### src/rtl/mpu_pkg.sv
`timescale 1ns / 1ps
// ----------------------------------------------------------------------------
// mpu_pkg: shared types and constants of the multi-period phase unwrapper
// Widths, register indexes, fixed-point formats and the structs that run
// between the configuration block, the divider and the unwrap pipeline.
// ----------------------------------------------------------------------------
package mpu_pkg;

  // Map count and input format
  localparam int PHASE_BITS  = 16;
  localparam int NUM_MAPS    = 4;
  localparam int MAX_PERIODS = 4;
  localparam int USED_MAX    = (MAX_PERIODS < NUM_MAPS) ? MAX_PERIODS : NUM_MAPS;
  localparam int NUM_UNITS   = NUM_MAPS - 1;
  localparam int MIN_UNWRAP  = 2;
  localparam int IN_DW       = NUM_MAPS * PHASE_BITS;
  localparam int MAP_W       = $clog2(NUM_MAPS);
  localparam int UNIT_W      = $clog2(NUM_UNITS);

  // Configuration port
  localparam int PER_W  = 16;
  localparam int USED_W = 3;
  localparam int CFG_AW = 3;
  localparam int CFG_DW = 16;
  localparam int CFG_USED        = 0;
  localparam int CFG_PERIOD0     = 1;
  localparam int CFG_PERIOD_LAST = CFG_PERIOD0 + NUM_MAPS - 1;

  // Fixed-point formats
  localparam int FRAC_W     = 16;                      // factor fraction bits
  localparam int TWO_PI_Q16 = 411775;                  // 2*pi in Q.16
  localparam int FAC_W      = 32;                      // period ratio, Q16.16
  localparam int STEP_W     = 31;                      // 2*pi*ratio, Q.12
  localparam int DIV_W      = STEP_W + 1;              // twice the step
  localparam int A_W        = 33;                      // scaled phase
  localparam int U_W        = 34;                      // running unwrapped phase
  localparam int MAG_W      = 34;                      // magnitude of rounding numerator
  localparam int X_W        = MAG_W + 1;
  localparam int PROD_W     = PHASE_BITS + FAC_W + 1;
  localparam int OUT_W      = 32;
  localparam int FACTOR_RST = 1 << FRAC_W;
  localparam int STEP_RST   = (TWO_PI_Q16 + 8) / 16;

  // Constant divider
  localparam int DNUM_W   = 35;
  localparam int DDEN_W   = PER_W + 4;
  localparam int DCNT_W   = $clog2(DNUM_W);
  localparam int JOB_W    = $clog2(2 * NUM_UNITS);
  localparam int JOB_LAST = 2 * NUM_UNITS - 1;

  typedef logic signed [A_W-1:0] a_t;

  // One pixel in flight
  typedef struct packed {
    logic                  mask;
    logic signed [U_W-1:0] u;
    a_t [NUM_UNITS-1:0]    a;      // scaled phases of the maps still to apply
  } pix_t;

  // Derived constants seen by the datapath
  typedef struct packed {
    logic                               busy;
    logic [USED_W-1:0]                  used;
    logic [NUM_UNITS-1:0][FAC_W-1:0]    factor;  // entry i: map i+1
    logic [NUM_UNITS-1:0][STEP_W-1:0]   step;    // entry i: map i
  } cfg_t;

  typedef struct packed {
    logic              start;
    logic [DNUM_W-1:0] num;
    logic [DDEN_W-1:0] den;
  } div_req_t;

  typedef struct packed {
    logic              done;
    logic [DNUM_W-1:0] quot;
  } div_rsp_t;

endpackage

### src/rtl/mpu_div.sv
`timescale 1ns / 1ps
// ----------------------------------------------------------------------------
// mpu_div: iterative unsigned divider for the derived constants
// Restoring division, one quotient bit per cycle.
// ----------------------------------------------------------------------------
module mpu_div (
  input  logic              clk,
  input  logic              rst_n,
  input  mpu_pkg::div_req_t req,
  output mpu_pkg::div_rsp_t rsp
);
  import mpu_pkg::*;

  logic [DNUM_W-1:0] num_r, quot_r;
  logic [DDEN_W-1:0] den_r, rem_r;
  logic [DCNT_W-1:0] cnt_r;
  logic              run_r, done_r;
  logic [DDEN_W:0]   trial;
  logic              ge;

  // Shift in the next numerator bit and try the subtract
  assign trial = {rem_r, num_r[DNUM_W-1]};
  assign ge    = trial >= {1'b0, den_r};

  // Run control
  always_ff @(posedge clk) begin
    if (!rst_n) begin
      run_r  <= 1'b0;
      done_r <= 1'b0;
      cnt_r  <= '0;
    end else if (req.start) begin
      run_r  <= 1'b1;
      done_r <= 1'b0;
      cnt_r  <= '0;
    end else if (run_r) begin
      done_r <= (cnt_r == DCNT_W'(DNUM_W - 1));
      run_r  <= (cnt_r != DCNT_W'(DNUM_W - 1));
      cnt_r  <= cnt_r + DCNT_W'(1);
    end else begin
      done_r <= 1'b0;
    end
  end

  // Datapath
  always_ff @(posedge clk) begin
    if (req.start) begin
      num_r  <= req.num;
      den_r  <= req.den;
      rem_r  <= '0;
      quot_r <= '0;
    end else if (run_r) begin
      num_r  <= {num_r[DNUM_W-2:0], 1'b0};
      rem_r  <= ge ? DDEN_W'(trial - {1'b0, den_r}) : trial[DDEN_W-1:0];
      quot_r <= {quot_r[DNUM_W-2:0], ge};
    end
  end

  assign rsp.done = done_r;
  assign rsp.quot = quot_r;

endmodule

### src/rtl/mpu_cfg.sv
`timescale 1ns / 1ps
// ----------------------------------------------------------------------------
// mpu_cfg: configuration registers and derived constants
// Holds the period registers and recomputes the period ratios and phase
// steps on the shared divider after every period write.
// ----------------------------------------------------------------------------
module mpu_cfg (
  input  logic                       clk,
  input  logic                       rst_n,
  input  logic                       cfg_we,
  input  logic [mpu_pkg::CFG_AW-1:0] cfg_addr,
  input  logic [mpu_pkg::CFG_DW-1:0] cfg_wdata,
  output mpu_pkg::cfg_t              cc
);
  import mpu_pkg::*;

  typedef enum logic [2:0] {
    ST_IDLE = 3'b001,
    ST_LOAD = 3'b010,
    ST_WAIT = 3'b100
  } seq_state_t;

  seq_state_t                      state_r;
  logic [JOB_W-1:0]                job_r;
  logic [USED_W-1:0]               used_r;
  logic [PER_W-1:0]                period_r [NUM_MAPS];
  logic [NUM_UNITS-1:0][FAC_W-1:0] factor_r;
  logic [NUM_UNITS-1:0][STEP_W-1:0] step_r;

  logic             period_wr;
  logic [MAP_W-1:0] widx;
  logic [MAP_W-1:0] midx;
  logic [PER_W-1:0] p0, pp;
  logic             is_step;
  div_req_t         req;
  div_rsp_t         rsp;

  assign period_wr = cfg_we && (cfg_addr inside {[CFG_PERIOD0:CFG_PERIOD_LAST]});
  assign widx      = MAP_W'(cfg_addr - CFG_AW'(CFG_PERIOD0));

  // Pick the operands of the current job: ratios first, then steps
  always_comb begin
    is_step = (job_r >= JOB_W'(NUM_UNITS));
    if (is_step) begin
      midx = MAP_W'(job_r - JOB_W'(NUM_UNITS));
    end else begin
      midx = MAP_W'(job_r + JOB_W'(1));
    end
    p0 = (period_r[0] == '0) ? PER_W'(1) : period_r[0];
    pp = period_r[midx];
    req.start = (state_r == ST_LOAD);
    if (is_step) begin
      req.num = DNUM_W'(pp) * DNUM_W'(TWO_PI_Q16) + (DNUM_W'(p0) << 3);
      req.den = DDEN_W'(p0) << 4;
    end else begin
      req.num = (DNUM_W'(pp) << FRAC_W) + DNUM_W'(p0 >> 1);
      req.den = DDEN_W'(p0);
    end
  end

  mpu_div u_div (
    .clk   (clk),
    .rst_n (rst_n),
    .req   (req),
    .rsp   (rsp)
  );

  // Register writes and the recompute sequence
  always_ff @(posedge clk) begin
    if (!rst_n) begin
      state_r <= ST_IDLE;
      job_r   <= '0;
      used_r  <= USED_W'(1);
      for (int i = 0; i < NUM_MAPS; i++) begin
        period_r[i] <= PER_W'(1);
      end
      for (int i = 0; i < NUM_UNITS; i++) begin
        factor_r[i] <= FAC_W'(FACTOR_RST);
        step_r[i]   <= STEP_W'(STEP_RST);
      end
    end else begin
      if (cfg_we && cfg_addr == CFG_AW'(CFG_USED)) begin
        used_r <= cfg_wdata[USED_W-1:0];
      end
      if (period_wr) begin
        period_r[widx] <= cfg_wdata[PER_W-1:0];
        state_r        <= ST_LOAD;
        job_r          <= '0;
      end else begin
        case (state_r)
          ST_IDLE: begin
            state_r <= ST_IDLE;
          end
          ST_LOAD: begin
            state_r <= ST_WAIT;
          end
          ST_WAIT: begin
            if (rsp.done) begin
              if (is_step) begin
                step_r[UNIT_W'(job_r - JOB_W'(NUM_UNITS))] <=
                  (rsp.quot == '0) ? STEP_W'(1) : rsp.quot[STEP_W-1:0];
              end else begin
                factor_r[UNIT_W'(job_r)] <= rsp.quot[FAC_W-1:0];
              end
              if (job_r == JOB_W'(JOB_LAST)) begin
                state_r <= ST_IDLE;
              end else begin
                job_r   <= job_r + JOB_W'(1);
                state_r <= ST_LOAD;
              end
            end
          end
          default: begin
            state_r <= ST_IDLE;
          end
        endcase
      end
    end
  end

  // Clamp the map count to what the datapath has
  assign cc.busy   = (state_r != ST_IDLE);
  assign cc.used   = (used_r > USED_W'(USED_MAX)) ? USED_W'(USED_MAX) : used_r;
  assign cc.factor = factor_r;
  assign cc.step   = step_r;

endmodule

### config.mk
export PLATFORM = sky130hd
export DESIGN_NAME = mpu_cfg
export DESIGN_NICKNAME = d
export VERILOG_FILES = /design/src/rtl/mpu_pkg.sv /design/src/rtl/mpu_div.sv /design/src/rtl/mpu_cfg.sv
export SDC_FILE = /design/constraint.sdc
export NUM_CORES = 1
export LEC_CHECK = 0
export BUFFER_PORTS_ARGS = -buffer_cell sky130_fd_sc_hd__buf_4
export CAP_MARGIN = 20
export CELL_PAD_IN_SITES_DETAIL_PLACEMENT = 0
export CELL_PAD_IN_SITES_GLOBAL_PLACEMENT = 1
export CORE_MARGIN = 2
export CORE_UTILIZATION = 47
export DETAILED_ROUTE_END_ITERATION = 8
export GPL_ROUTABILITY_DRIVEN = 0
export PLACE_DENSITY = 0.86
export REMOVE_ABC_BUFFERS = 1
export SKIP_LAST_GASP = 1
export SLEW_MARGIN = 0
export SYNTH_ARGS = -nofsm -noshare
export SYNTH_HDL_FRONTEND = slang
export SYNTH_HIERARCHICAL = 1
export SYNTH_SLANG_ARGS = --single-unit
### constraint.sdc
create_clock -name clk -period 8.4 [get_ports clk]
set_input_delay 0.84 -clock clk [delete_from_list [all_inputs] [get_ports clk]]
set_output_delay 0.84 -clock clk [all_outputs]
set_load 0.02 [all_outputs]
### Word-level counts from Yosys, hierarchy flattened

Memory sizes are Yosys's and may differ from the RTL's.
Index checks and enable logic that the tools add are counted.

| storage, ports and cells | value |
|---|---|
| register bits | 316 |
| memory bits (writable) | 64 |
| input port bits | 22 |
| output and inout bits | 193 |
| logic and storage cells | 93 |
| memories | 1 |

| cells by class | value |
|---|---|
| add/subtract/negate cells | 7 |
| multipliers | 1 |
| magnitude comparators | 9 |
| eq/ne operators | 8 |
| muxes and demuxes | 27 |
| bitwise operators | 5 |
| reduce and logical (&&, ||, !) cells | 16 |

Memory list:

| memory | words | bits a word | read ports | clocked after memory_dff | wr ports | line | text |
|---|---|---|---|---|---|---|---|
| period_r | 4 | 16 | 2 | 0 | 4 | mpu_cfg.sv:26 | `logic [PER_W-1:0] period_r [NUM_MAPS];` |

Operators by type and width:

| kind | count |
|---|---|
| 96-bit bitwise mux | 1 |
| 93-bit bitwise mux | 1 |
| 35-bit 2-to-1 mux | 2 |
| 32-bit demux with 2-bit select | 1 |
| 31-bit demux with 2-bit select | 1 |
| 31-bit 2-to-1 mux | 2 |
| 55-bit 2-to-1 mux | 1 |
| 35-bit by 19-bit adder with 35-bit output | 1 |
| 35-bit logical NOT | 1 |
| 16-bit by 19-bit multiplier with 35-bit output, second input constant | 1 |
| 32-bit by 15-bit adder with 33-bit output | 1 |
| 16-bit 2-to-1 mux | 2 |
| 32-bit 2-to-1 mux | 1 |
| 21-bit by 20-bit >= comparator with 1-bit output | 1 |
| 20-bit 2-to-1 mux | 1 |
| 20-bit subtractor | 1 |
| 16-bit logical NOT | 1 |
| 16-bit OR reduction | 1 |
| 2-bit 2-to-1 mux | 4 |
| 4-bit AND reduction | 2 |
| 1-bit 2-to-1 mux | 7 |
| 6-bit by 1-bit adder with 6-bit output, second input constant | 1 |
| 3-bit == test, second input constant | 2 |
| 6-bit == test, second input constant | 1 |
| other kinds (23) | 35 |

### Logic depth before layout (Yosys ltp)

Gate-level depths: netlist (run 1).

| logic depth | value |
|---|---|
| depth in word-level cells | 8 |
| gate-level depth with buffers | 27 |
| mapped depth without buffers | 24 |

### Cells and area by module

Netlist (run 1), hierarchy kept.

Modules (own cells, without submodules):

| module | instances | cells each | area each (sq um) | sequential area each (sq um) |
|---|---|---|---|---|
| mpu_cfg | 1 | 1,865 | 17,166.5 | 5,885.6 |
| mpu_div | 1 | 524 | 5,650.4 | 2,912.8 |

### Least setup slack after synthesis (run 1)

Ideal clock, no wire load.

| timing | value |
|---|---|
| kind | register -> register |
| from | register job_r[0] |
| to | register u_div.num_r[32], data pin |
| setup time | 260 ps |
| arrival time | 7,295 ps |
| data required time | 8,140 ps |
| path slack | 845 ps |
| stages on the path, launching flop included | 26 |
| buffers on the path | 3 |
| clock period less this slack | 7,555 ps |
| path through | dfxtp_1 inv_1 ha_1 buf_2 clkbuf_1 mux4_2 fa_1 inv_1 fa_1 fa_1 fa_1 inv_1 fa_1 inv_1 fa_1 inv_1 ha_1 clkbuf_2 a21o_1 a311o_1 nor2_1 o31a_1 a2111oi_2 o21a_1 nor3_1 mux2_2 |

RTL lines:

| what | line | text |
|---|---|---|
| from (decl) | mpu_cfg.sv:24 | `logic [JOB_W-1:0] job_r;` |
| from (signal assigned) | mpu_cfg.sv:108 | `job_r <= job_r + JOB_W'(1);` |
| to (signal assigned) | mpu_div.sv:47 | `num_r <= req.num;` |
| to (signal assigned) | mpu_div.sv:52 | `num_r <= {num_r[DNUM_W-2:0], 1'b0};` |
| to (decl) | mpu_div.sv:14 | `logic [DNUM_W-1:0] num_r, quot_r;` |

==> impl_metrics.tcl, run 1 <==
set metrics [dict create \
    maxSlewViolCount 0 \
    place_inst 3109 \
    crit_slowest_cell "mux4_2" \
    path_buf_inv 6 \
    drive_above_1_share 0.161 \
    reg2reg_from "job_r[1]$_SDFFE_PP0P_" \
    grt_overflow 0 \
    first_pass_iters 5 \
    finalNonFillerCells 3187 \
    power_mw 9.28 \
    synth-main-ff-cell "dfxtp_1" \
    port_buffers 214 \
    syn_area_mm2 0.0228 \
    r2r_cells 23 \
    ir_worst_vdd_mv 0.472 \
    layout_min_cycle_time_ns 7.97 \
    grt_pass1_vias 17700 \
    status "finished, final reports clean" \
    synth.most_common_cell "nand2_1" \
    cts_sinks 380 \
    min_path_type "flip-flop to flip-flop" \
    critical_path.max_stage_delay_ns 0.60 \
    cp_cell_sequence "inv_1 > ha_4 > mux4_2 > inv_1 > fa_1 > inv_1 > fa_1 > fa_1 > fa_1 > inv_1 > fa_1 > inv_1 > fa_1 > inv_1 > ha_1 > a21o_1 > a311o_1 > nor2_1 > o31a_1 > a2111oi_2 > o21a_1 > nor3_1 > mux2_2" \
    yosysTopAreaCell "dfxtp_1" \
    ys_seq_elements 380 \
    synthDistinctLibCells 78 \
    drc 0 \
    crit_path_start_kind "flip-flop" \
    fp.dieH_um 224 \
    worstHoldPathCells 2 \
    grtUsageTotal 0.252 \
    critPathMaxFanout 7 \
    fin_crit_sh 0.949 \
    drt-initial-drc-count 1246 \
    clk_path_buf_depth 3 \
    synth_warnings 6 \
    cp_data_arrival_time_ns 8.27 \
    cts_buffers 42 \
    synth_area_leaders "dfxtp_1 23%, edfxtp_1 16%, ha_1 10%" \
    crit_path_end_kind "flip-flop" \
    clk_pin_slew_ns 0.07 \
    syn_to_final_growth_pct 14.4 \
    cap_viol_max_count 0 \
    grt_pass1_wl_um 99200 \
    cpLargestDelayFamily "adder cells" \
    cts_max_level 2 \
    whs_ns 0.453 \
    hold_end "cc[182]$_SDFFE_PN0P_" \
    cp.required_ns 8.70 \
    clockRootBuffer "clkbuf_16" \
    max_slew_margin 0.272 \
    num_rows 80 \
    power.density_mw_per_mm2 355 \
    diodes 0 \
    fin_worst_skew_ns 0.0365 \
    die_width_um 224 \
    ys_seq_area_frac 0.386 \
    timing.fmax_mhz 125 \
    synth_edf_count 119 \
    layout.nets 2847 \
    ios 215 \
    core_mm2 0.0478 \
    dieArea_mm2 0.0503 \
    setup_viol 0 \
    hold_viol_final 0 \
    finalSetupTns_ns 0 \
    avgSynthCellArea_um2 9.55 \
    synthTopCellsByCount "490 x nand2_1, 261 x dfxtp_1, 243 x inv_1" \
    rsz0062_at_grt "no" \
    critical_path_class "flip-flop to flip-flop" \
    final_antenna_net_count 0 \
    cts_tree "done" \
    initial_core_util 0.477 \
    async_flop_share 0 \
    vias 17500 \
    yosysTopAreaCellShare 0.229 \
    synth_cells 2389 \
    grt_max_degree 104 \
    antenna_found_initial 1 \
    min_from "cc[182]$_SDFFE_PN0P_" \
    drt-total-wl_um 63700 \
    timing.rr.end "u_div/num_r[32]$_DFFE_PP_" \
    worst_pin_slew_ns 1.09 \
    drt-vias-per-instance 5.51 \
    hpwl_um 45500 \
    p_leak_nw 11.1 \
    avgRoutedWirePerCell_um 20.0 \
    r2r_setup_slack_ns 0.43 \
    insertion_delay_ns 0.59 \
]
==> cells in the final DEF (no fill, tap or decap), types with 5 or more instances in the layout <==
| master | count |
|---|---|
| nand3_1 | 34 |
| or3_1 | 6 |
| o211ai_1 | 11 |
| nand2b_1 | 11 |
| a21boi_2 | 29 |
| nor3_1 | 13 |
| xnor2_1 | 23 |
| dfxtp_1 | 260 |
| nor2_1 | 100 |
| a21boi_1 | 127 |
| xor2_1 | 20 |
| a21o_1 | 14 |
| a31oi_1 | 9 |
| a21boi_0 | 13 |
| inv_1 | 243 |
| mux2_2 | 34 |
| o21ai_0 | 55 |
| clkbuf_16 | 42 |
| clkbuf_1 | 11 |
| a21oi_1 | 77 |
| nand4_1 | 15 |
| mux2i_1 | 48 |
| nor4_1 | 15 |
| and3_2 | 7 |
| buf_4 | 236 |
| o21a_1 | 12 |
| mux4_2 | 17 |
| clkbuf_8 | 6 |
| and3_1 | 13 |
| nand2_1 | 489 |
| edfxtp_1 | 119 |
| fa_1 | 105 |
| o221ai_1 | 5 |
| ha_1 | 181 |
| clkinv_2 | 5 |
| o21ai_1 | 5 |
| nor2b_1 | 13 |
| a211oi_1 | 16 |
| and2_1 | 52 |
==> routing by layer <==
metal | up-vias | wire, um | global-route usage
met5 | - | 0 | 0
met4 | 0 | 2230 | 0.0872
met3 | 110 | 4320 | 0.0489
met2 | 557 | 29600 | 0.410
met1 | 8605 | 27600 | 0.338
li1 | 8274 | - | -
==> flip-flops by register name, indices dropped and copies added, names as in the netlist, 3 cells and up <==
register and flops:
u_div/num_r 35, u_div/rem_r 20, period_r 64, u_div/den_r 20, used_r 3, u_div/cnt_r 6, job_r 3, cc 189
state_r 3, u_div/quot_r 35
==> worst max-delay path by stage <==
stage	start	end	cells after the start
after global placement	job_r[1]$_SDFFE_PP0P_	u_div/num_r[32]$_DFFE_PP_	23
after floorplan	job_r[0]$_SDFFE_PP0P_	u_div/num_r[32]$_DFFE_PP_	23
after global routing	job_r[1]$_SDFFE_PP0P_	u_div/num_r[32]$_DFFE_PP_	23
final	job_r[1]$_SDFFE_PP0P_	u_div/num_r[32]$_DFFE_PP_	23
after CTS	job_r[1]$_SDFFE_PP0P_	u_div/num_r[32]$_DFFE_PP_	23
after detailed placement	job_r[1]$_SDFFE_PP0P_	u_div/num_r[32]$_DFFE_PP_	23
==> through the flow <==
| step | utilization | setup WS (ns) | cell area [um^2] |
|---|---|---|---|
| floorplan | - | 0.0546 | 22100 |
| global placement | 0.517 | 0.562 | 24700 |
| detailed placement | 0.517 | 0.322 | 24700 |
| CTS | 0.546 | 0.261 | 26100 |
| global route | 0.546 | 0.0799 | 26100 |
| finish | 0.546 | 0.431 | 26100 |
==> report_power, final <==
part / internal, mW / switching [mW] / total [mW]
clock network: 1.05 / 0.792 / 1.84
registers: 1.95 / 0.0504 / 2.00
logic: 2.08 / 3.35 / 5.43
total: 5.08 / 4.19 / 9.28
==> tightest hold or removal path: stages, from the launching register on <==
cell      delay (ns)
dfxtp_1         0.31
nand2_1         0.05
a21boi_1        0.05
==> layout make-up <==
cell class / count / area, um^2
clock buffers: 59 / 1170
clock inverters: 19 / 204
fillers: 4294 / 21700
inverters: 243 / 912
multi-input cells: 1635 / 12500
flip-flops and latches: 380 / 8800
well taps: 615 / 769
repair buffers: 236 / 1770
==> logic make-up (layout without fill, tap and decap cells) <==
logic type	Yosys count	count (layout)	synth area share
mux	99	99	0.0546
flops	380	380	0.386
simple gates	789	789	0.151
fa+ha+maj	287	287	0.192
compound gates	417	417	0.130
buf+inv	374	557	0.0696
xor+xnor	43	43	0.0165
==> timing repair <==
action	4_1_cts	5_1_grt
resized for setup	0	2
hold buffers	0	0
buffers inserted	0	0
setup endpoints to repair	0	5
(Power assumes the default switching activity.)
==> run 2: changes to the inputs <==
- CORE_UTILIZATION: 47 -> 51
- PLACE_DENSITY: 0.86 -> 0.92
- RECOVER_POWER: not set -> 100
- clock period: 8.4 -> 9.95 ns (I/O delays scaled with it)
==> impl_metrics.tcl, run 2 (synthesis gave the netlist of run 1 again) <==
set metrics [dict create \
    final_common_cell "nand2_1" \
    first_pass_iters 5 \
    cts_buffers 43 \
    grt_overflow 0 \
    port_buffers 214 \
    worst_pin_slew_ns 4.35 \
    num_rows 77 \
    insertion_delay_ns 0.58 \
    critical_path_class "flip-flop to flip-flop" \
    grt_pass1_vias 17600 \
    fin_crit_sh 0.875 \
    core_mm2 0.0442 \
    final_antenna_net_count 0 \
    largest_reg_flops 189 \
    finalSetupTns_ns 0 \
    layout.nets 2851 \
    clockPowerShare 0.206 \
    cts_setup_buffers 0 \
    power_frac_seq 0.216 \
    ios 215 \
    antenna_found_initial 0 \
    clk_pin_slew_ns 0.06 \
    cap_viol_max_count 14 \
    r2r_cells 26 \
    fillCellCount 3969 \
    r2r_setup_slack_ns 1.24 \
    drc 0 \
    reg2reg_from "job_r[0]$_SDFFE_PP0P_" \
    grtUsageTotal 0.268 \
    p_leak_nw 10.2 \
    crit_end "u_div/num_r[23]$_DFFE_PP_" \
    power_frac_comb 0.578 \
    cts_max_level 2 \
    drt-vias-per-instance 5.54 \
    min_path_type "flip-flop to flip-flop" \
    maxSlewViolCount 667 \
    cts_tree "done" \
    drt-total-wl_um 62400 \
    ir_worst_vdd_mv 0.413 \
    power_mw 7.83 \
    power.density_mw_per_mm2 310 \
    failed_checks "max-capacitance violations, max-slew violations" \
    clockRootBuffer "clkbuf_16" \
    setup_viol 0 \
    cp.required_ns 10.26 \
    critPathMaxFanout 24 \
    cts_resized 0 \
    status "complete, but fails checks" \
    dieArea_mm2 0.0464 \
    fp.dieH_um 216 \
    cp-startpoint "job_r[0]$_SDFFE_PP0P_" \
    final_cell_mix "490 x nand2_1, 261 x dfxtp_1, 243 x inv_1" \
    crit_path_start_kind "flip-flop" \
    crit_path_end_kind "flip-flop" \
    cts_sinks 380 \
    drt-initial-drc-count 1381 \
    rsz0062_at_grt "no" \
    fin_worst_skew_ns 0.0354 \
    avgRoutedWirePerCell_um 19.7 \
    clk_path_buf_depth 3 \
    grt_pass1_wl_um 97700 \
    cp_data_arrival_time_ns 9.02 \
    hold_viol_final 0 \
    switchingPower_mw 3.48 \
    hpwl_um 45000 \
    timing.rr.end "u_div/num_r[23]$_DFFE_PP_" \
    max_slew_margin -1.90 \
    grt_max_degree 123 \
    netSwitchingFraction 0.445 \
    drive_above_1_share 0.0703 \
    syn_to_final_growth_pct 10.7 \
    intPower_mw 4.34 \
    diodes 0 \
    die_width_um 216 \
    initial_core_util 0.516 \
    layout_min_cycle_time_ns 8.71 \
    vias 17600 \
    cts-hold-fix-buffers 0 \
    timing.fmax_mhz 115 \
]
run 2: cell count changes in the layout (fill, tap and decap cells not counted), sizes merged:
| cell | before | now |
|---|---|---|
| clkinvlp | 4 | 2 |
| buf | 236 | 27 |
| clkbuf | 59 | 269 |
| clkinv | 11 | 13 |
| bufinv | 2 | 3 |
| inv | 245 | 246 |
run 2: how the worst min path moves through the flow:
stage	from	end	slack [ns]	cells past startpoint
5_1_grt	cc[20]$_SDFFE_PN0P_	cc[20]$_SDFFE_PN0P_	0.47	2
2_1_floorplan	used_r[0]$_SDFFE_PN1P_	used_r[0]$_SDFFE_PN1P_	0.44	2
6_report	cc[78]$_SDFFE_PN0P_	cc[78]$_SDFFE_PN0P_	0.45	2
4_1_cts	cc[49]$_SDFFE_PN0P_	cc[49]$_SDFFE_PN0P_	0.45	2
3_3_place_gp	cc[78]$_SDFFE_PN0P_	cc[78]$_SDFFE_PN0P_	0.44	2
3_5_place_dp	cc[49]$_SDFFE_PN0P_	cc[49]$_SDFFE_PN0P_	0.45	2
run 2: final cells by class:
class,count,area (um^2),share of cell area
clock buffer,57,1210,0.0479
inverter,243,912,0.0361
tap,592,741,0.0293
clock inverter,21,243,0.00961
timing repair buffer,239,998,0.0395
sequential,380,8800,0.348
multi-input combinational,1635,12400,0.489
run 2: through the flow:
stage	hold WS, ns	utilization	instances	setup slack, ns	cell area [um^2]
finish	0.455	0.571	3167	1.24	25300
CTS	0.454	0.592	3166	1.68	26200
global placement	0.442	0.559	3088	1.97	24700
detailed placement	0.445	0.559	3088	1.79	24700
global route	0.473	0.571	3167	0.665	25300
floorplan	0.435	-	2258	1.60	22100
run 2: worst max-delay path: stages, from the launching register on:
cell and delay (ns):
dfxtp_1 0.31, buf_4 0.34, inv_1 0.19, ha_1 0.60, clkbuf_1 0.66, mux4_2 0.74, inv_1 0.16, fa_1 0.42
inv_1 0.17, ha_1 0.24, inv_1 0.08, fa_1 0.47, fa_1 0.55, inv_1 0.05, fa_1 0.47, inv_1 0.05
fa_1 0.53, inv_1 0.04, ha_1 0.37, a21oi_1 0.16, o21ai_0 0.18, a221oi_1 0.55, o221ai_1 0.25, a21oi_1 0.22
xor2_1 0.16, a21oi_1 0.09, mux2_2 0.38
run 2: power groups by stage:
stage | combinational [mW] | sequential, mW | clock [mW]
after floorplan | 3.43 | 1.71 | 0
after global placement | 4.34 | 1.72 | 0
after detailed placement | 4.41 | 1.72 | 0
after CTS | 4.44 | 1.69 | 1.63
after global routing | 5.04 | 1.70 | 1.69
final | 4.52 | 1.69 | 1.61
run 2: per-layer routing:
| metal | wire length [um] | share of wire | GRT usage |
|---|---|---|---|
| met1 | 26100 | 0.42 | 0.340 |
| met2 | 29300 | 0.47 | 0.446 |
| met3 | 4850 | 0.078 | 0.0647 |
| met4 | 2140 | 0.034 | 0.0952 |
| met5 | 0 | 0 | 0 |
==> run 3: changes to the inputs <==
- CAP_MARGIN: 20 -> not set
- CELL_PAD_IN_SITES_DETAIL_PLACEMENT: 0 -> 2
- CELL_PAD_IN_SITES_GLOBAL_PLACEMENT: 1 -> 2
- CORE_UTILIZATION: 51 -> 41
- GPL_TIMING_DRIVEN: not set -> 0
- PLACE_DENSITY: 0.92 -> 0.91
==> impl_metrics.tcl, run 3 (synthesis gave the netlist of run 1 again) <==
set metrics [dict create \
    critPathMaxFanout 24 \
    drt-total-wl_um 134000 \
    hpwl_um 70200 \
    grt_overflow 0 \
    cp.required_ns 10.30 \
    reg2reg_from "job_r[0]$_SDFFE_PP0P_" \
    status "complete, but fails checks" \
    ios 215 \
    final_common_cell "nand2_1" \
    fp.dieH_um 240 \
    final_antenna_net_count 0 \
    power_frac_seq 0.171 \
    finalSetupTns_ns 0 \
    switchingPower_mw 5.48 \
    failed_checks "max-capacitance violations, max-slew violations" \
    ir_worst_vdd_mv 0.369 \
    max_slew_margin -1.35 \
    drt-initial-drc-count 2621 \
    drive_above_1_share 0.0601 \
    drt-vias-per-instance 6.70 \
    port_buffers 214 \
    hold_viol_final 0 \
    cap_viol_max_count 17 \
    fin_crit_sh 0.987 \
    layout.nets 2838 \
    cts_sinks 380 \
    first_pass_iters 6 \
    min_from "cc[87]$_SDFFE_PN0P_" \
    power_mw 10.1 \
    power.density_mw_per_mm2 395 \
    clk_pin_slew_ns 0.07 \
    drc 0 \
    critical_path.max_stage_delay_ns 0.79 \
    cts_tree "done" \
    num_rows 86 \
    r2r_setup_slack_ns 0.13 \
    vias 22300 \
    antenna_found_initial 11 \
    crit_slowest_cell "mux4_2" \
    die_width_um 240 \
    worst_pin_slew_ns 3.50 \
    final_cell_mix "489 x nand2_1, 259 x dfxtp_1, 243 x inv_1" \
    setup_viol 0 \
    insertion_delay_ns 0.62 \
    critical_path_class "flip-flop to flip-flop" \
    min_path_type "flip-flop to flip-flop" \
    met3_usage 0.105 \
    grtUsageTotal 0.404 \
    maxSlewViolCount 490 \
    syn_to_final_growth_pct 11.5 \
    clockRootBuffer "clkbuf_16" \
    layout_min_cycle_time_ns 9.82 \
    cts_buffers 43 \
    grt.busiest_layer "met2" \
    power_frac_comb 0.653 \
    hold_end "cc[87]$_SDFFE_PN0P_" \
    clk_path_buf_depth 3 \
    crit_path_start_kind "flip-flop" \
    clockPowerShare 0.176 \
    initial_core_util 0.414 \
    rsz0062_at_grt "no" \
    worstHoldPathCells 2 \
    dieArea_mm2 0.0576 \
    grt_pass1_wl_um 169000 \
    p_leak_nw 10.2 \
    grt_max_degree 125 \
    fin_util 0.462 \
    use_met2 0.676 \
    intPower_mw 4.57 \
    cts_max_level 2 \
    met1_usage 0.449 \
    core_mm2 0.0551 \
    cp_cell_sequence "inv_1 > ha_4 > mux4_2 > inv_1 > fa_1 > inv_1 > ha_1 > inv_1 > fa_1 > fa_1 > inv_1 > fa_1 > inv_1 > fa_1 > inv_1 > ha_1 > a21oi_2 > o21ai_0 > a22oi_1 > o211ai_1 > a31oi_1 > xor2_1 > a21oi_1 > mux2_2" \
    r2r_cells 24 \
    cp_common_cell "inv_1" \
    cp_data_arrival_time_ns 10.17 \
    largest_reg_flops 189 \
    grt_pass1_vias 23400 \
    timing.fmax_mhz 102 \
    avgRoutedWirePerCell_um 40.3 \
    crit_path_end_kind "flip-flop" \
    fin_worst_skew_ns 0.0373 \
    netSwitchingFraction 0.545 \
    timing.rr.end "u_div/num_r[31]$_DFFE_PP_" \
]
[run 3: worst max-delay path by stage]
stage	start	end
2_1_floorplan	job_r[0]$_SDFFE_PP0P_	u_div/num_r[32]$_DFFE_PP_
3_3_place_gp	state_r[2]$_SDFFE_PP0P_	u_div/num_r[33]$_DFFE_PP_
3_5_place_dp	job_r[0]$_SDFFE_PP0P_	u_div/num_r[32]$_DFFE_PP_
4_1_cts	job_r[0]$_SDFFE_PP0P_	u_div/num_r[31]$_DFFE_PP_
5_1_grt	job_r[0]$_SDFFE_PP0P_	u_div/num_r[28]$_DFFE_PP_
6_report	job_r[0]$_SDFFE_PP0P_	u_div/num_r[31]$_DFFE_PP_
[run 3: final cells by class]
type | instances | area [um^2]
diodes | 11 | 27.5
clock buffers | 66 | 1290
clock inverters | 13 | 154
fillers | 6026 | 29600
inverters | 243 | 912
multi-input cells | 1635 | 12300
flip-flops and latches | 380 | 8810
well taps | 748 | 936
repair buffers | 226 | 1010
[run 3: power groups by stage]
stage	Sequential, mW	Combinational (mW)	Clock (mW)
final	1.72	6.57	1.77
after global routing	1.72	6.62	1.80
after CTS	1.71	5.74	1.72
after detailed placement	1.73	5.15	0
after global placement	1.72	4.44	0
after floorplan	1.71	3.43	0
[run 3: through the flow]
stage	setup slack, ns	hold slack, ns	area [um^2]	cells
after global routing	0.175	0.484	25400	3312
after floorplan	1.60	0.435	22100	2258
after global placement	0.0227	0.443	24700	3220
after detailed placement	-0.298	0.452	25000	3232
after CTS	0.236	0.466	26500	3311
final	0.127	0.470	25400	3322
[run 3: layer usage]
metal | up-vias | part of all wire
li1 | 8273 | -
met1 | 11200 | 0.34
met2 | 1973 | 0.45
met3 | 869 | 0.10
met4 | 0 | 0.10
met5 | - | 0
[run 3: repair_timing]
item                                    in CTS  in global routing
resized for setup                            2                  3
hold buffers                                 0                  0
setup buffers                                0                  0
endpoints found under the setup margin      22                 19
endpoints found under the hold margin        0                  0
[run 3: worst max-delay path: cells and delay by family, from the launching register on]
| kind | cells | cell delay (ns) |
|---|---|---|
| adder cells (fa/ha/maj) | 8 | 4.29 |
| multiplexers | 2 | 1.20 |
| XOR/XNOR | 1 | 0.25 |
| flip-flops | 1 | 0.64 |
| AO/OA/AOI/OAI | 6 | 1.87 |
| buffers and inverters | 7 | 1.28 |
